===== config.mk =====
export PLATFORM = sky130hd
export DESIGN_NAME = lru_key_value_cache
export DESIGN_NICKNAME = d
export VERILOG_FILES = /design/src/hdl/lkv_pkg.sv /design/src/hdl/lkv_ram.sv /design/src/hdl/lkv_tags.sv /design/src/hdl/lru_key_value_cache.sv
export SDC_FILE = /design/constraint.sdc
export NUM_CORES = 2
export LEC_CHECK = 0
export ABC_AREA = 1
export BUFFER_PORTS_ARGS = -buffer_cell sky130_fd_sc_hd__buf_2
export CELL_PAD_IN_SITES_DETAIL_PLACEMENT = 0
export CELL_PAD_IN_SITES_GLOBAL_PLACEMENT = 2
export CORE_MARGIN = 1
export CORE_UTILIZATION = 41
export CTS_BUF_LIST = sky130_fd_sc_hd__clkbuf_4 sky130_fd_sc_hd__clkbuf_8 sky130_fd_sc_hd__clkbuf_16
export DETAILED_ROUTE_END_ITERATION = 10
export PLACE_DENSITY_LB_ADDON = 0.12
export SETUP_SLACK_MARGIN = 0.4
export SYNTH_ARGS = -nofsm -noshare
export SYNTH_HDL_FRONTEND = slang
export SYNTH_HIERARCHICAL = 1
export SYNTH_SLANG_ARGS = --single-unit

===== constraint.sdc =====
create_clock -name clk -period 7.5 [get_ports clk]
set_clock_uncertainty 0.2 [all_clocks]
set_input_delay 2.25 -clock clk [delete_from_list [all_inputs] [get_ports clk]]
set_output_delay 2.25 -clock clk [all_outputs]
set_load 0.05 [all_outputs]

===== src/hdl/lkv_pkg.sv =====
// Shared constants and types for the LRU key/value cache.
`timescale 1ns / 1ps
package lkv_pkg;
	localparam int MAX_ENTRIES = 16;
	localparam int IDX_W = (MAX_ENTRIES > 1) ? $clog2(MAX_ENTRIES) : 1;
	localparam int CNT_W = $clog2(MAX_ENTRIES + 1);
	localparam int RANK_W = IDX_W;
	localparam int KEY_W = 32;
	localparam int VAL_W = 32;
	localparam int CAP_W = 5;
	localparam int CMP_W = 8;
	localparam logic [CAP_W-1:0] CAP_RESET = CAP_W'(16);
	localparam logic CMD_GET = 1'b0;
	localparam logic CMD_PUT = 1'b1;

	typedef struct packed {
		logic             hit;
		logic [IDX_W-1:0] hit_idx;
		logic [IDX_W-1:0] lru_idx;
		logic [IDX_W-1:0] free_idx;
		logic [KEY_W-1:0] lru_key;
		logic [CNT_W-1:0] count;
	} lkv_look_t;

	typedef struct packed {
		logic             touch;
		logic             insert;
		logic             evict;
		logic [IDX_W-1:0] hit_idx;
		logic [IDX_W-1:0] lru_idx;
		logic [IDX_W-1:0] free_idx;
	} lkv_upd_t;
endpackage


===== src/hdl/lkv_ram.sv =====
// Generic single-port RAM with registered read.
`timescale 1ns / 1ps
module lkv_ram #(
	parameter int WIDTH = 32,
	parameter int DEPTH = 16
) (
	input  logic                                        clk,
	input  logic                                        we,
	input  logic [((DEPTH > 1) ? $clog2(DEPTH) : 1)-1:0] addr,
	input  logic [WIDTH-1:0]                            wdata,
	output logic [WIDTH-1:0]                            rdata
);
	logic [WIDTH-1:0] mem [DEPTH];

	always_ff @(posedge clk) begin
		if (we) begin
			mem[addr] <= wdata;
		end
		rdata <= mem[addr];
	end
endmodule


===== src/hdl/lkv_tags.sv =====
// Tag store: keys, valid bits, recency ranks, parallel lookup and rank update.
`timescale 1ns / 1ps
module lkv_tags import lkv_pkg::*; (
	input  logic             clk,
	input  logic             arst_n,
	input  logic [KEY_W-1:0] lookup_key,
	input  lkv_upd_t         upd,
	output lkv_look_t        look
);
	logic [KEY_W-1:0]       key_q  [MAX_ENTRIES];
	logic [RANK_W-1:0]      rank_q [MAX_ENTRIES];
	logic [RANK_W-1:0]      rank_d [MAX_ENTRIES];
	logic [MAX_ENTRIES-1:0] valid_q;
	logic [MAX_ENTRIES-1:0] valid_d;
	logic [CNT_W-1:0]       count_q;
	logic [CNT_W-1:0]       count_d;
	logic [MAX_ENTRIES-1:0] match;
	logic [MAX_ENTRIES-1:0] is_lru;
	logic [MAX_ENTRIES-1:0] free;
	logic [RANK_W-1:0]      oldest_rank;
	logic [RANK_W-1:0]      hit_rank;

	// Ranks of valid entries always form 0 .. count-1, so the oldest has rank count-1.
	assign oldest_rank = RANK_W'(count_q - CNT_W'(1));

	always_comb begin
		look = '0;
		look.count = count_q;
		for (int i = 0; i < MAX_ENTRIES; i++) begin
			match[i]  = valid_q[i] && (key_q[i] == lookup_key);
			is_lru[i] = valid_q[i] && (rank_q[i] == oldest_rank);
		end
		for (int i = MAX_ENTRIES - 1; i >= 0; i--) begin
			if (match[i]) begin
				look.hit     = 1'b1;
				look.hit_idx = IDX_W'(i);
			end
			if (is_lru[i]) begin
				look.lru_idx = IDX_W'(i);
			end
		end
		look.lru_key = key_q[look.lru_idx];
		for (int i = 0; i < MAX_ENTRIES; i++) begin
			free[i] = !valid_q[i];
		end
		for (int i = MAX_ENTRIES - 1; i >= 0; i--) begin
			if (free[i]) begin
				look.free_idx = IDX_W'(i);
			end
		end
	end

	assign hit_rank = rank_q[upd.hit_idx];

	always_comb begin
		valid_d = valid_q;
		count_d = count_q;
		for (int i = 0; i < MAX_ENTRIES; i++) begin
			rank_d[i] = rank_q[i];
		end
		if (upd.touch) begin
			for (int i = 0; i < MAX_ENTRIES; i++) begin
				if (valid_q[i] && (rank_q[i] < hit_rank)) begin
					rank_d[i] = rank_q[i] + RANK_W'(1);
				end
			end
			rank_d[upd.hit_idx] = '0;
		end else if (upd.insert) begin
			if (upd.evict) begin
				valid_d[upd.lru_idx] = 1'b0;
			end
			for (int i = 0; i < MAX_ENTRIES; i++) begin
				if (valid_d[i]) begin
					rank_d[i] = rank_q[i] + RANK_W'(1);
				end else begin
					rank_d[i] = '0;
				end
			end
			valid_d[upd.free_idx] = 1'b1;
			rank_d[upd.free_idx]  = '0;
			if (!upd.evict) begin
				count_d = count_q + CNT_W'(1);
			end
		end
	end

	always_ff @(posedge clk or negedge arst_n) begin
		if (!arst_n) begin
			valid_q <= '0;
			count_q <= '0;
			for (int i = 0; i < MAX_ENTRIES; i++) begin
				rank_q[i] <= '0;
			end
		end else begin
			valid_q <= valid_d;
			count_q <= count_d;
			for (int i = 0; i < MAX_ENTRIES; i++) begin
				rank_q[i] <= rank_d[i];
			end
		end
	end

	always_ff @(posedge clk) begin
		if (upd.insert) begin
			key_q[upd.free_idx] <= lookup_key;
		end
	end
endmodule


===== src/hdl/lru_key_value_cache.sv =====
// Top level of the LRU key/value cache.
`timescale 1ns / 1ps
// Fully associative cache of up to MAX_ENTRIES key/value pairs with
// least-recently-used replacement. Each request passes through lookup,
// update and result steps, and a get that hits adds a value read step
// before its result; the next request is taken in the cycle after the
// result has been transferred out, so one request is handled at a time and
// an output stall holds off the next. Keys are compared in parallel in the
// tag store; values live in a single-port RAM whose registered read adds
// the read step on a get hit.
// The capacity register may only be written while no request is in flight.
module lru_key_value_cache import lkv_pkg::*; (
	input  logic                    clk,
	input  logic                    arst_n,
	input  logic                    capacity_we,
	input  logic [CAP_W-1:0]        capacity_wdata,
	input  logic                    in_valid,
	output logic                    in_stall,
	input  logic                    command,
	input  logic signed [KEY_W-1:0] key,
	input  logic signed [VAL_W-1:0] value,
	output logic                    out_valid,
	input  logic                    out_stall,
	output logic                    hit,
	output logic signed [VAL_W-1:0] read_value,
	output logic                    evicted,
	output logic signed [KEY_W-1:0] evicted_key
);
	typedef enum logic [1:0] {ST_IDLE, ST_LOOK, ST_UPD, ST_READ} state_t;

	state_t           state_q;
	logic [CAP_W-1:0] cap_q;
	logic             cmd_q;
	logic [KEY_W-1:0] key_q;
	logic [VAL_W-1:0] val_q;
	lkv_look_t        look;
	lkv_look_t        look_q;
	lkv_upd_t         upd;
	logic [CMP_W-1:0] eff_cap;
	logic             need_evict;
	logic [IDX_W-1:0] ins_idx;
	logic             ram_we;
	logic [VAL_W-1:0] ram_rdata;

	always_comb begin
		if (cap_q == '0) begin
			eff_cap = CMP_W'(1);
		end else if (CMP_W'(cap_q) > CMP_W'(MAX_ENTRIES)) begin
			eff_cap = CMP_W'(MAX_ENTRIES);
		end else begin
			eff_cap = CMP_W'(cap_q);
		end
	end

	assign need_evict = (CMP_W'(look_q.count) + CMP_W'(1) > eff_cap) && (look_q.count != '0);

	// A new key takes the lowest free slot, counting the slot freed by an eviction.
	assign ins_idx = (need_evict && ((look_q.count == CNT_W'(MAX_ENTRIES)) ||
		(look_q.lru_idx < look_q.free_idx))) ? look_q.lru_idx : look_q.free_idx;

	always_comb begin
		upd = '0;
		upd.hit_idx  = look_q.hit_idx;
		upd.lru_idx  = look_q.lru_idx;
		upd.free_idx = ins_idx;
		if (state_q == ST_UPD) begin
			upd.touch  = look_q.hit;
			upd.insert = !look_q.hit && (cmd_q == CMD_PUT);
			upd.evict  = upd.insert && need_evict;
		end
	end

	lkv_tags u_tags (
		.clk        (clk),
		.arst_n     (arst_n),
		.lookup_key (key_q),
		.upd        (upd),
		.look       (look)
	);

	assign ram_we = (state_q == ST_UPD) && (cmd_q == CMD_PUT);

	lkv_ram #(.WIDTH(VAL_W), .DEPTH(MAX_ENTRIES)) u_values (
		.clk   (clk),
		.we    (ram_we),
		.addr  (look_q.hit ? look_q.hit_idx : ins_idx),
		.wdata (val_q),
		.rdata (ram_rdata)
	);

	assign in_stall = (state_q != ST_IDLE) || out_valid;

	always_ff @(posedge clk or negedge arst_n) begin
		if (!arst_n) begin
			state_q   <= ST_IDLE;
			cap_q     <= CAP_RESET;
			out_valid <= 1'b0;
		end else begin
			if (capacity_we) begin
				cap_q <= capacity_wdata;
			end
			if (out_valid && !out_stall) begin
				out_valid <= 1'b0;
			end
			case (state_q)
				ST_IDLE: begin
					if (in_valid && !in_stall) begin
						state_q <= ST_LOOK;
					end
				end
				ST_LOOK: begin
					state_q <= ST_UPD;
				end
				ST_UPD: begin
					if (look_q.hit && (cmd_q == CMD_GET)) begin
						state_q <= ST_READ;
					end else begin
						state_q   <= ST_IDLE;
						out_valid <= 1'b1;
					end
				end
				ST_READ: begin
					state_q   <= ST_IDLE;
					out_valid <= 1'b1;
				end
				default: begin
					state_q <= ST_IDLE;
				end
			endcase
		end
	end

	always_ff @(posedge clk) begin
		if (state_q == ST_IDLE && in_valid && !in_stall) begin
			cmd_q <= command;
			key_q <= key;
			val_q <= value;
		end
		if (state_q == ST_LOOK) begin
			look_q <= look;
		end
		if (state_q == ST_UPD) begin
			hit         <= look_q.hit;
			read_value  <= '1;
			evicted     <= upd.evict;
			evicted_key <= upd.evict ? look_q.lru_key : '0;
		end
		if (state_q == ST_READ) begin
			read_value <= ram_rdata;
		end
	end
endmodule

==> impl_metrics.csv <==
group,metric,value,unit
place,place_congestion,1.021,
sta,worstMarginPinSlew,1.494,ns
synth,synth_top_cell_by_area,"edfxtp_1",
die,row_count,145,
synth,yosys-top-cells-count,"nand2_1, edfxtp_1, inv_1",
min_path,hold_path_class,"flop to flop",
global_route,grt_pass1_vias,49366,
clock_network,clk_latency,0.80,ns
worst_setup_path,cp_slowest_cell,"ha_1",
synth,ys_warn_count,6,
clock_network,cts_resized,0,
sta,fin_crit,6.630,ns
synth,synth-edff-count,1205,
die,chipWidth,400.8,um
run,cap_violations,1,
routing,num_vias,52308,
synth,syn_area,65220,um^2
global_route,grt_start_max_net_pins,201,
routing,wl_per_cell,29.69,um
clock_network,cts_buffers,153,
worst_setup_path,end_kind,"flop",
synth,synthesis.nets,6845,
clock_network,htreeDepth,4,
clock_network,cts_num_sinks,1330,
worst_setup_path,path_class,"flop to flop",
synth,ys_seq_area_share,60.04,%
worst_setup_path,worstPathRequired,7.83,ns
clock_network,cts_hold_buf,0,
layout,drive_above_1_share,9.730,%
global_route,antenna_found_initial,16,
run_status,violations,"max-capacitance violations",
layout,syn_to_final_growth,12.39,%
layout,fillers,14921,
global_route,grt_remaining_overflow,0,
synth,synth_ff_type,"edfxtp_1",
sta,fmax,150.8,MHz
sta,hold_violations,0,
synth,synthArstFlopShare,6.992,%
sta,setup_violations,0,
synth,synthCells,6694,
clock_network,cts-root-buf,"clkbuf_16",
run_status,status,"finished with violations",
sta,period_share,88.40,%
worst_setup_path,worst-path-max-fanout,200,
synth,synth_cell_type_count,53,
die,num_io_pins,143,
sta,max_slew_margin,0.2914,%
die,core,157100,um^2
die,die_h,400.8,um
sta,fin_hold_ws,0.2864,ns
routing,antenna_left,0,
synth,yosys.cell_count.top_type,"nand2_1",
synth,yosysTopAreaCellShare,55.49,%
routing,drtPass1Iterations,6,
clock_network,postCtsSetupBuffers,0,
clock_network,clk_path_buf_depth,3,
global_route,grt_usage,32.62,%
synth,synth_area_leaders,"edfxtp_1, nand2_1, nand3_1",
sta,setup_tns,0,ns
clock_network,cts_tree,"yes",
synth,avgSynthCellArea,9.742,um^2
worst_setup_path,crit_top_cell,"nand2_1",
sta,rsz0062_at_grt,"false",
place,hpwlAfterDp,176400,um
synth,synth-seq-cells,1330,
worst_setup_path,cp.arrival,6.96,ns
routing,via_per_inst,5.818,
global_route,grt_pass1_wl,374300,um
die,floorplan.die_area,160700,um^2
worst_setup_path,cp-start-kind,"flop",
routing,drcViolationCount,0,
die,initial_core_util,41.51,%
place,io_buffers,142,
routing,drt_wl_total,267000,um
clock_network,clk_pin_slew,0.06,ns
layout,finalNetCount,6955,
worst_setup_path,max_stage_delay,0.84,ns
sta,drv_slew,0,
routing,drt_iter0_markers,6686,
==> state kept, by name (all words and copies together), names as in the netlist, 5 cells and up <==
signal          flops
cap_q               5
evicted_key        32
key_q              32
look_q             50
read_value         32
u_tags/count_q      5
u_tags/key_q      512
u_tags/rank_q      64
u_tags/valid_q     16
u_values/mem      512
u_values/rdata     32
val_q              32
==> kinds of logic (layout without fill, tap and decap cells) <==
| logic type | after synthesis | after routing | share of synthesized area (%) |
|---|---|---|---|
| compound gates | 651 | 651 | 6.416 |
| flops | 1330 | 1330 | 60.04 |
| simple gates | 3274 | 3274 | 21.55 |
| mux | 1 | 1 | 0.01727 |
| fa+ha+maj | 76 | 76 | 1.458 |
| other cells | 0 | 6 | 0 |
| xor+xnor | 226 | 226 | 3.035 |
| buf+inv | 1136 | 1369 | 7.486 |
==> stage by stage <==
step                      util [%]  instances  setup slack [ns]  instance area, um^2
after floorplan                  -       6694             2.293                65220
after global placement       43.43       8707             1.205                68230
after detailed placement     43.43       8707             1.158                68230
after CTS                    46.64       8985             1.158                73280
after global routing         46.64       8985            0.6904                73280
final                        46.65       8991            0.8700                73290
==> worst max-delay path: cells and delay by family, from the launching register on <==
family	cells	cell delay, ns
buffers and inverters	3	1.56
and+or+nand+nor	24	2.70
DFF	1	0.68
adders and majority gates	1	0.84
==> placed cells by master, fill, tap and decap left out, drive strengths merged, types with 18 or more instances in the layout <==
cell type	count
nand2	2006
edfxtp	1205
inv	780
nand3	742
o22ai	303
buf	300
nor2	240
clkbuf	215
xor2	128
o21ai	110
xnor2	98
dfrtp	92
nor4	80
ha	76
clkinv	61
a21oi	58
nand3b	57
o221ai	43
nand4	41
or2	35
nor3	35
a22oi	32
dfxtp	32
a221oi	25
o211ai	21
a211oi	20
a31oi	19
or4	18
==> final timing paths <==
path / endpoint / cells after the start / startpoint / slack (ns)
hold / removal: read_value[17] / 1 / u_values/rdata[17] / 0.29
max in group asynchronous: state_q[1] / 2 / arst_n / 4.57
min in group asynchronous: u_tags/rank_q[18] / 1 / arst_n / 1.32
hold reg to reg: read_value[17] / 1 / u_values/rdata[17] / 0.29
setup / recovery: look_q[9] / 28 / u_tags/count_q[0] / 0.87
setup reg to reg: look_q[9] / 28 / u_tags/count_q[0] / 0.87
==> area by class of cell <==
type | instances | area [um^2] | share of cell area [%]
flip-flops and latches | 1330 | 39160 | 53.42
multi-input cells | 4228 | 21480 | 29.31
clock buffers | 215 | 4415 | 6.024
inverters | 791 | 2983 | 4.070
well taps | 2058 | 2575 | 3.513
repair buffers | 300 | 2037 | 2.779
clock inverters | 63 | 630.6 | 0.8604
diodes | 6 | 15.01 | 0.02049
==> per-layer routing <==
layer	vias up	part of all wire (%)	track usage, %
met2	3005	43	48.60
met3	649	10	7.374
met1	25609	41	44.87
li1	23035	-	-
met4	10	5.5	15.79
met5	-	0.020	0
Power is not shown: default switching activity piles up to over one toggle a cycle in this logic, so the estimate is an artifact.
